===== src/sv/tdc_pkg.sv =====
package tdc_pkg;

  typedef enum logic [1:0] {
    REQ_FWD  = 2'd0,
    REQ_BACK = 2'd1,
    REQ_LOAD = 2'd2,
    REQ_NONE = 2'd3
  } req_e;

  localparam logic [3:0] CFG_FPS  = 4'd0;
  localparam logic [3:0] CFG_DROP = 4'd1;

  localparam logic [13:0] YEAR_MAX   = 14'd9999;
  localparam logic [13:0] YEAR_RESET = 14'd2000;

  localparam logic [4:0] MONTH_DAYS [12] = '{
    5'd31, 5'd28, 5'd31, 5'd30, 5'd31, 5'd30,
    5'd31, 5'd31, 5'd30, 5'd31, 5'd30, 5'd31
  };

  // hour sits in the lowest bits, day in the highest
  typedef struct packed {
    logic [4:0]  day;
    logic [3:0]  month;
    logic [13:0] year;
    logic [6:0]  frame;
    logic [5:0]  second;
    logic [5:0]  minute;
    logic [4:0]  hour;
  } tc_state_t;

  typedef struct packed {
    logic [6:0] fps;
    logic       drop;
  } tc_cfg_t;

endpackage


===== src/sv/tdc_step.sv =====
module tdc_step (
  input  tdc_pkg::tc_state_t cur_i,
  input  tdc_pkg::req_e      req_i,
  input  tdc_pkg::tc_state_t load_i,
  input  tdc_pkg::tc_cfg_t   cfg_i,
  output tdc_pkg::tc_state_t nxt_o,
  output logic               carry_o
);
  import tdc_pkg::*;

  function automatic logic min_tens(input logic [5:0] m);
    return (m == 6'd0) || (m == 6'd10) || (m == 6'd20) || (m == 6'd30) ||
           (m == 6'd40) || (m == 6'd50) || (m == 6'd60);
  endfunction

  function automatic logic [4:0] days_in(input logic [3:0] m, input logic leap);
    logic [4:0] d;
    if (m < 4'd1 || m > 4'd12) d = 5'd31;
    else if (m == 4'd2 && leap) d = 5'd29;
    else d = MONTH_DAYS[m - 4'd1];
    return d;
  endfunction

  logic [6:0]  rate;
  logic [25:0] prod;
  logic [9:0]  quo;
  logic [13:0] quo25;
  logic [13:0] rem_raw;
  logic [5:0]  rem;
  logic        leap;
  logic [7:0]  f_inc;
  logic [6:0]  s_inc;
  logic [6:0]  m_inc;
  logic [5:0]  h_inc;
  logic [5:0]  d_inc;
  logic [4:0]  mo_inc;
  logic [4:0]  mo_sum;
  logic [3:0]  mo_back;
  logic        skip;
  logic        wrap;
  tc_state_t   t;

  assign rate = (cfg_i.fps == 7'd0) ? 7'd1 : cfg_i.fps;

  // year mod 25 by reciprocal; quotient may be one short, so one correction
  always_comb begin
    prod    = 26'(cur_i.year) * 26'd2621;
    quo     = prod[25:16];
    quo25   = 14'({quo, 4'b0}) + 14'({quo, 3'b0}) + 14'(quo);
    rem_raw = cur_i.year - quo25;
    rem     = (rem_raw[5:0] >= 6'd25) ? rem_raw[5:0] - 6'd25 : rem_raw[5:0];
    leap    = (cur_i.year[1:0] == 2'd0) && ((rem != 6'd0) || (cur_i.year[3:0] == 4'd0));
  end

  always_comb begin
    t       = cur_i;
    wrap    = 1'b0;
    f_inc   = 8'(cur_i.frame) + 8'd1;
    s_inc   = 7'(cur_i.second) + 7'd1;
    m_inc   = 7'(cur_i.minute) + 7'd1;
    h_inc   = 6'(cur_i.hour) + 6'd1;
    d_inc   = 6'(cur_i.day) + 6'd1;
    mo_inc  = 5'(cur_i.month) + 5'd1;
    mo_sum  = 5'(cur_i.month) + 5'd10;
    mo_back = 4'd1;
    skip    = cfg_i.drop && !min_tens(cur_i.minute) && (cur_i.second == 6'd0) &&
              (cur_i.frame == 7'd2);
    unique case (req_i)
      REQ_FWD: begin
        if (f_inc >= 8'(rate)) begin
          t.frame = '0;
          if (s_inc >= 7'd60) begin
            t.second = '0;
            if (m_inc >= 7'd60) begin
              t.minute = '0;
              if (h_inc >= 6'd24) begin
                t.hour = '0;
                wrap   = 1'b1;
              end else begin
                t.hour = h_inc[4:0];
              end
            end else begin
              t.minute = m_inc[5:0];
            end
          end else begin
            t.second = s_inc[5:0];
          end
        end else begin
          t.frame = f_inc[6:0];
        end
        if (cfg_i.drop && !min_tens(t.minute) && t.second == 6'd0 && t.frame == 7'd0) begin
          t.frame = 7'd2;
        end
        if (wrap) begin
          if (d_inc > 6'(days_in(cur_i.month, leap))) begin
            t.day = 5'd1;
            if (mo_inc > 5'd12) begin
              t.month = 4'd1;
              t.year  = (cur_i.year >= YEAR_MAX) ? '0 : cur_i.year + 14'd1;
            end else begin
              t.month = mo_inc[3:0];
            end
          end else begin
            t.day = d_inc[4:0];
          end
        end
      end
      REQ_BACK: begin
        if (!skip && cur_i.frame != 7'd0) begin
          t.frame = cur_i.frame - 7'd1;
        end else begin
          t.frame = rate - 7'd1;
          if (cur_i.second != 6'd0) begin
            t.second = cur_i.second - 6'd1;
          end else begin
            t.second = 6'd59;
            if (cur_i.minute != 6'd0) begin
              t.minute = cur_i.minute - 6'd1;
            end else begin
              t.minute = 6'd59;
              if (cur_i.hour != 5'd0) begin
                t.hour = cur_i.hour - 5'd1;
              end else begin
                t.hour = 5'd23;
                wrap   = 1'b1;
              end
            end
          end
        end
        if (wrap) begin
          if (cur_i.day > 5'd1) begin
            t.day = cur_i.day - 5'd1;
          end else begin
            if (mo_sum >= 5'd24) mo_back = 4'(mo_sum - 5'd23);
            else if (mo_sum >= 5'd12) mo_back = 4'(mo_sum - 5'd11);
            else mo_back = 4'(mo_sum + 5'd1);
            t.month = mo_back;
            t.day   = days_in(mo_back, leap);
            if (mo_back == 4'd12) begin
              t.year = (cur_i.year == 14'd0) ? YEAR_MAX : cur_i.year - 14'd1;
            end
          end
        end
      end
      REQ_LOAD: t = load_i;
      REQ_NONE: t = cur_i;
      default:  t = cur_i;
    endcase
  end

  assign nxt_o   = t;
  assign carry_o = wrap;

endmodule


===== src/sv/timecode_datetime_counter.sv =====
// Timecode and calendar counter. Each input beat loads a time and date, steps one frame
// forward or one frame back, or holds them; each beat yields exactly one output beat carrying
// the new time, date and a day carry flag. A beat is captured in an input register and its
// result is written to the output register once the output is free or being taken, so one
// beat is accepted every cycle while the output is not stalled, with the combinational step
// logic (frame to date carry chain and the leap-year test) between the two registers.
// One further input beat is still accepted while a result waits at the output. Configuration
// writes are always ready and take effect on the next step; out of reset the rate is 30
// frames per second, drop frame off, time 00:00:00:00 and date 2000-01-01.
module timecode_datetime_counter (
  input  logic        clk_i,
  input  logic        rst_ni,
  input  logic        s_axis_tvalid,
  output logic        s_axis_tready,
  // load_hour, load_minute, load_second, load_frame, load_year, load_month, load_day, pad
  input  logic [47:0] s_axis_tdata,
  // req_type
  input  logic [1:0]  s_axis_tuser,
  output logic        m_axis_tvalid,
  input  logic        m_axis_tready,
  // hour, minute, second, frame, year, month, day, pad
  output logic [47:0] m_axis_tdata,
  // day_carry
  output logic [0:0]  m_axis_tuser,
  input  logic        cfg_valid_i,
  output logic        cfg_ready_o,
  input  logic [3:0]  cfg_index_i,
  input  logic [7:0]  cfg_data_i
);
  import tdc_pkg::*;

  logic      in_valid_q;
  req_e      in_req_q;
  tc_state_t in_load_q;
  logic      out_valid_q;
  tc_state_t out_state_q;
  logic      out_carry_q;
  tc_state_t state_q;
  tc_state_t state_d;
  logic      carry_d;
  tc_cfg_t   cfg_q;
  logic      advance;
  logic      s_beat;

  assign advance       = in_valid_q && (!out_valid_q || m_axis_tready);
  assign s_axis_tready = !in_valid_q || advance;
  assign s_beat        = s_axis_tvalid && s_axis_tready;
  assign cfg_ready_o   = 1'b1;

  always_ff @(posedge clk_i or negedge rst_ni) begin
    if (!rst_ni) begin
      cfg_q.fps  <= 7'd30;
      cfg_q.drop <= 1'b0;
    end else if (cfg_valid_i) begin
      if (cfg_index_i == CFG_FPS) cfg_q.fps <= cfg_data_i[6:0];
      else if (cfg_index_i == CFG_DROP) cfg_q.drop <= cfg_data_i[0];
    end
  end

  always_ff @(posedge clk_i or negedge rst_ni) begin
    if (!rst_ni) begin
      in_valid_q <= 1'b0;
    end else if (s_beat) begin
      in_valid_q <= 1'b1;
    end else if (advance) begin
      in_valid_q <= 1'b0;
    end
  end

  always_ff @(posedge clk_i) begin
    if (s_beat) begin
      in_req_q  <= req_e'(s_axis_tuser);
      in_load_q <= tc_state_t'(s_axis_tdata[46:0]);
    end
  end

  tdc_step u_step (
    .cur_i   (state_q),
    .req_i   (in_req_q),
    .load_i  (in_load_q),
    .cfg_i   (cfg_q),
    .nxt_o   (state_d),
    .carry_o (carry_d)
  );

  always_ff @(posedge clk_i or negedge rst_ni) begin
    if (!rst_ni) begin
      state_q.hour   <= '0;
      state_q.minute <= '0;
      state_q.second <= '0;
      state_q.frame  <= '0;
      state_q.year   <= YEAR_RESET;
      state_q.month  <= 4'd1;
      state_q.day    <= 5'd1;
    end else if (advance) begin
      state_q <= state_d;
    end
  end

  always_ff @(posedge clk_i or negedge rst_ni) begin
    if (!rst_ni) begin
      out_valid_q <= 1'b0;
    end else if (advance) begin
      out_valid_q <= 1'b1;
    end else if (m_axis_tready) begin
      out_valid_q <= 1'b0;
    end
  end

  always_ff @(posedge clk_i) begin
    if (advance) begin
      out_state_q <= state_d;
      out_carry_q <= carry_d;
    end
  end

  assign m_axis_tvalid = out_valid_q;
  assign m_axis_tdata  = {1'b0, out_state_q};
  assign m_axis_tuser  = out_carry_q;

endmodule


===== config.mk =====
export PLATFORM = sky130hd
export DESIGN_NAME = timecode_datetime_counter
export DESIGN_NICKNAME = d
export VERILOG_FILES = /design/src/sv/tdc_pkg.sv /design/src/sv/tdc_step.sv /design/src/sv/timecode_datetime_counter.sv
export SDC_FILE = /design/constraint.sdc
export NUM_CORES = 1
export LEC_CHECK = 0
export ABC_CLOCK_PERIOD_IN_PS = 28600
export BUFFER_PORTS_ARGS = -buffer_cell sky130_fd_sc_hd__buf_2
export CORE_ASPECT_RATIO = 0.9
export CORE_MARGIN = 2
export CORE_UTILIZATION = 62
export CTS_CLUSTER_SIZE = 14
export DETAILED_ROUTE_END_ITERATION = 16
export PLACE_DENSITY_LB_ADDON = 0.3
export SYNTH_ARGS = -nofsm -noshare
export SYNTH_HDL_FRONTEND = slang
export SYNTH_HIERARCHICAL = 1
export SYNTH_SLANG_ARGS = --single-unit

===== constraint.sdc =====
create_clock -name clk_i -period 28.6 [get_ports clk_i]
set_input_delay 1.43 -clock clk_i [delete_from_list [all_inputs] [get_ports clk_i]]
set_output_delay 1.43 -clock clk_i [all_outputs]
set_load 0.02 [all_outputs]

==> flow_summary.ini <==
[sta]
rsz0062_at_grt = no
finalSetupViolCount = 0
hold_slack_ns = 0.518
fmaxAchievable_mhz = 86.2
finClkSkew_ns = 0.0157
hold_viol = 0
slew_headroom_pct = 20.8
drv_slew = 0
timing.final.crit_share_pct = 40.5
finalSetupTns_ns = 0
worstMarginPinSlew_ns = 1.19
finalCriticalPeriod_ns = 11.60

[finish]
nets = 1645
fin_util_pct = 69.0
area_growth_pct = 10.0
drive_above_1_share_pct = 18.1
n_antenna_cell = 0
fin_area_um2 = 14200
nFillCells = 1566

[placed_design]
port_buffers = 114
place_area_um2 = 13600
gp_congestion = 0.947
place_hpwl_um = 22800

[synthesis]
synth_area_um2 = 12900
yosysWarnings = 6
synthArstFlopShare_pct = 37.0
synth_cell_types = 88
avgSynthCellArea_um2 = 9.94
yosysSeqAreaShare_pct = 33.8
syn_inst = 1298
synthFlopType = edfxtp_1
ys_seq_elements = 154
syn-num-nets = 1560
synth_edf_count = 97

[critical_path]
crit_path_start_kind = register
worst-path-buf-inv = 6
slowest_delay_ns = 0.72
cp_data_required_time_ns = 28.96
arrival_ns = 11.95
crit_family = adder cells
ff2ff_setup_slack_ns = 17.00
crit_fanout = 14
cp-end-kind = register
path_class = reg2reg
crit_path_top_delay_cell = dfstp_2

[clocking]
cts.hold.buffers_added = 0
clock-sinks = 154
clockBufferDepth = 2
post_cts_resized = 0
clockRootBuffer = clkbuf_16
ctsHtreeMaxLevel = 4
clkSlewWorstSetupHoldPaths_ns = 0.07
cts_tree = yes
post_cts_buffers = 0
worst_skew_pair.late_latency_ns = 0.44
cts_buffers = 17

[min_path]
hold_class = reg2reg

[detailed_routing]
drt_iter0_drc = 1001
drt-wirelength-per-cell_um = 19.7
ant_nets = 0
wirelength_um = 32500
num_vias = 10500
firstDrtPassIters = 5
viasPerCell = 6.32
post-route-drc-count = 0

[flow_run]
drv_cap = 0

[floorplanning]
die_w_um = 156
initial_core_util_pct = 62.7
io_pins = 119
fp-row-count = 50
dieHeight_um = 141
dieArea_um2 = 22000
core_area_um2 = 20600

[grt]
grt_first_pass_wirelength_um = 51800
antenna_found_initial = 0
grt_overflow = 0
grt_pass1_vias = 10000
track_usage_pct = 30.0
grt_max_degree = 58

[status]
status = finished, final reports clean
==> cell type report <==
class	count	area [um^2]	area share [%]
flip-flops and latches	154	4350	30.7
inverters	123	462	3.25
multi-input cells	963	7820	55.1
repair buffers	124	646	4.55
clock inverters	14	155	1.09
clock buffers	18	439	3.09
well taps	260	325	2.29
==> through the flow <==
step                      instances  worst slack (ns)
after floorplan                1298             18.93
after global placement         1624             17.38
after detailed placement       1624             17.19
after CTS                      1656             17.12
after global routing           1656             16.36
final                          1656             17.00
==> cell families after synthesis <==
| logic type | share of synthesized area (%) |
|---|---|
| other cells | 0.0582 |
| buf+inv | 5.69 |
| compound gates | 14.6 |
| xor+xnor | 2.96 |
| flops | 33.8 |
| mux | 7.33 |
| fa+ha+maj | 22.2 |
| simple gates | 13.4 |
==> cell usage after synthesis, drive strengths merged (9+ instances only) <==
cell type  number  area share, %
dfstp          12            2.4
ha            142             14
or3            10           0.52
a211oi         15           0.91
edfxtp         97             23
nand2          93            2.7
nand3          39            1.5
a31oi          13           0.63
nor4           10           0.65
o22ai          15           0.73
nand4           9           0.48
and2            9           0.44
nor3           24           0.97
inv           123            3.6
mux2i          18            1.4
a21oi          98            3.8
o21a            9           0.52
xnor2          25            1.7
mux2           58            5.1
dfrtp          45            8.7
o21ai          75            2.9
o211ai          9           0.56
buf            22            1.1
fa             53            8.2
xor2           16            1.1
and3           22            1.1
nand2b         14           0.74
nor2           77            2.4
clkbuf         36            1.0
==> state kept, by name, summed over array words and instances (netlist names) <==
| signal | cells |
|---|---|
| state_q | 47 |
| cfg_q | 8 |
| in_valid_q | 1 |
| m_axis_tvalid | 1 |
| in_req_q | 2 |
| m_axis_tdata | 47 |
| m_axis_tuser | 1 |
| in_load_q | 47 |
==> path summary, 6_finish.rpt <==
path / startpoint / to / cells past startpoint
hold / removal: in_valid_q$_DFFE_PN0P_ / m_axis_tvalid$_DFFE_PN0P_ / 1
setup / recovery: state_q[28]$_DFFE_PN1P_ / state_q[34]$_DFFE_PN1P_ / 40
hold reg to reg: in_valid_q$_DFFE_PN0P_ / m_axis_tvalid$_DFFE_PN0P_ / 1
min in group asynchronous: rst_ni / state_q[10]$_DFFE_PN0P_ / 2
setup reg to reg: state_q[28]$_DFFE_PN1P_ / state_q[34]$_DFFE_PN1P_ / 40
max in group asynchronous: rst_ni / state_q[25]$_DFFE_PN0P_ / 2
==> cell usage in the layout, fill, tap and decap left out, types with 17 or more instances in the layout <==
| cell | n |
|---|---|
| nor2_1 | 76 |
| o21ai_0 | 67 |
| clkbuf_16 | 17 |
| mux2i_1 | 18 |
| xnor2_1 | 25 |
| nand2_1 | 91 |
| nor3_1 | 23 |
| a21oi_1 | 97 |
| inv_1 | 122 |
| fa_1 | 53 |
| buf_2 | 114 |
| mux2_2 | 57 |
| nand3_1 | 39 |
| edfxtp_1 | 97 |
| dfrtp_1 | 45 |
| and3_1 | 21 |
| ha_1 | 142 |
==> layer usage <==
layer	vias to the layer above	track usage [%]	share of wire, %
li1	4836	-	-
met1	4989	42.3	43
met2	576	46.8	46
met3	61	5.96	9.5
met4	0	10.4	2.2
met5	-	0	0
Power is not shown: default switching activity piles up to over one toggle a cycle in this logic, so the estimate is an artifact.
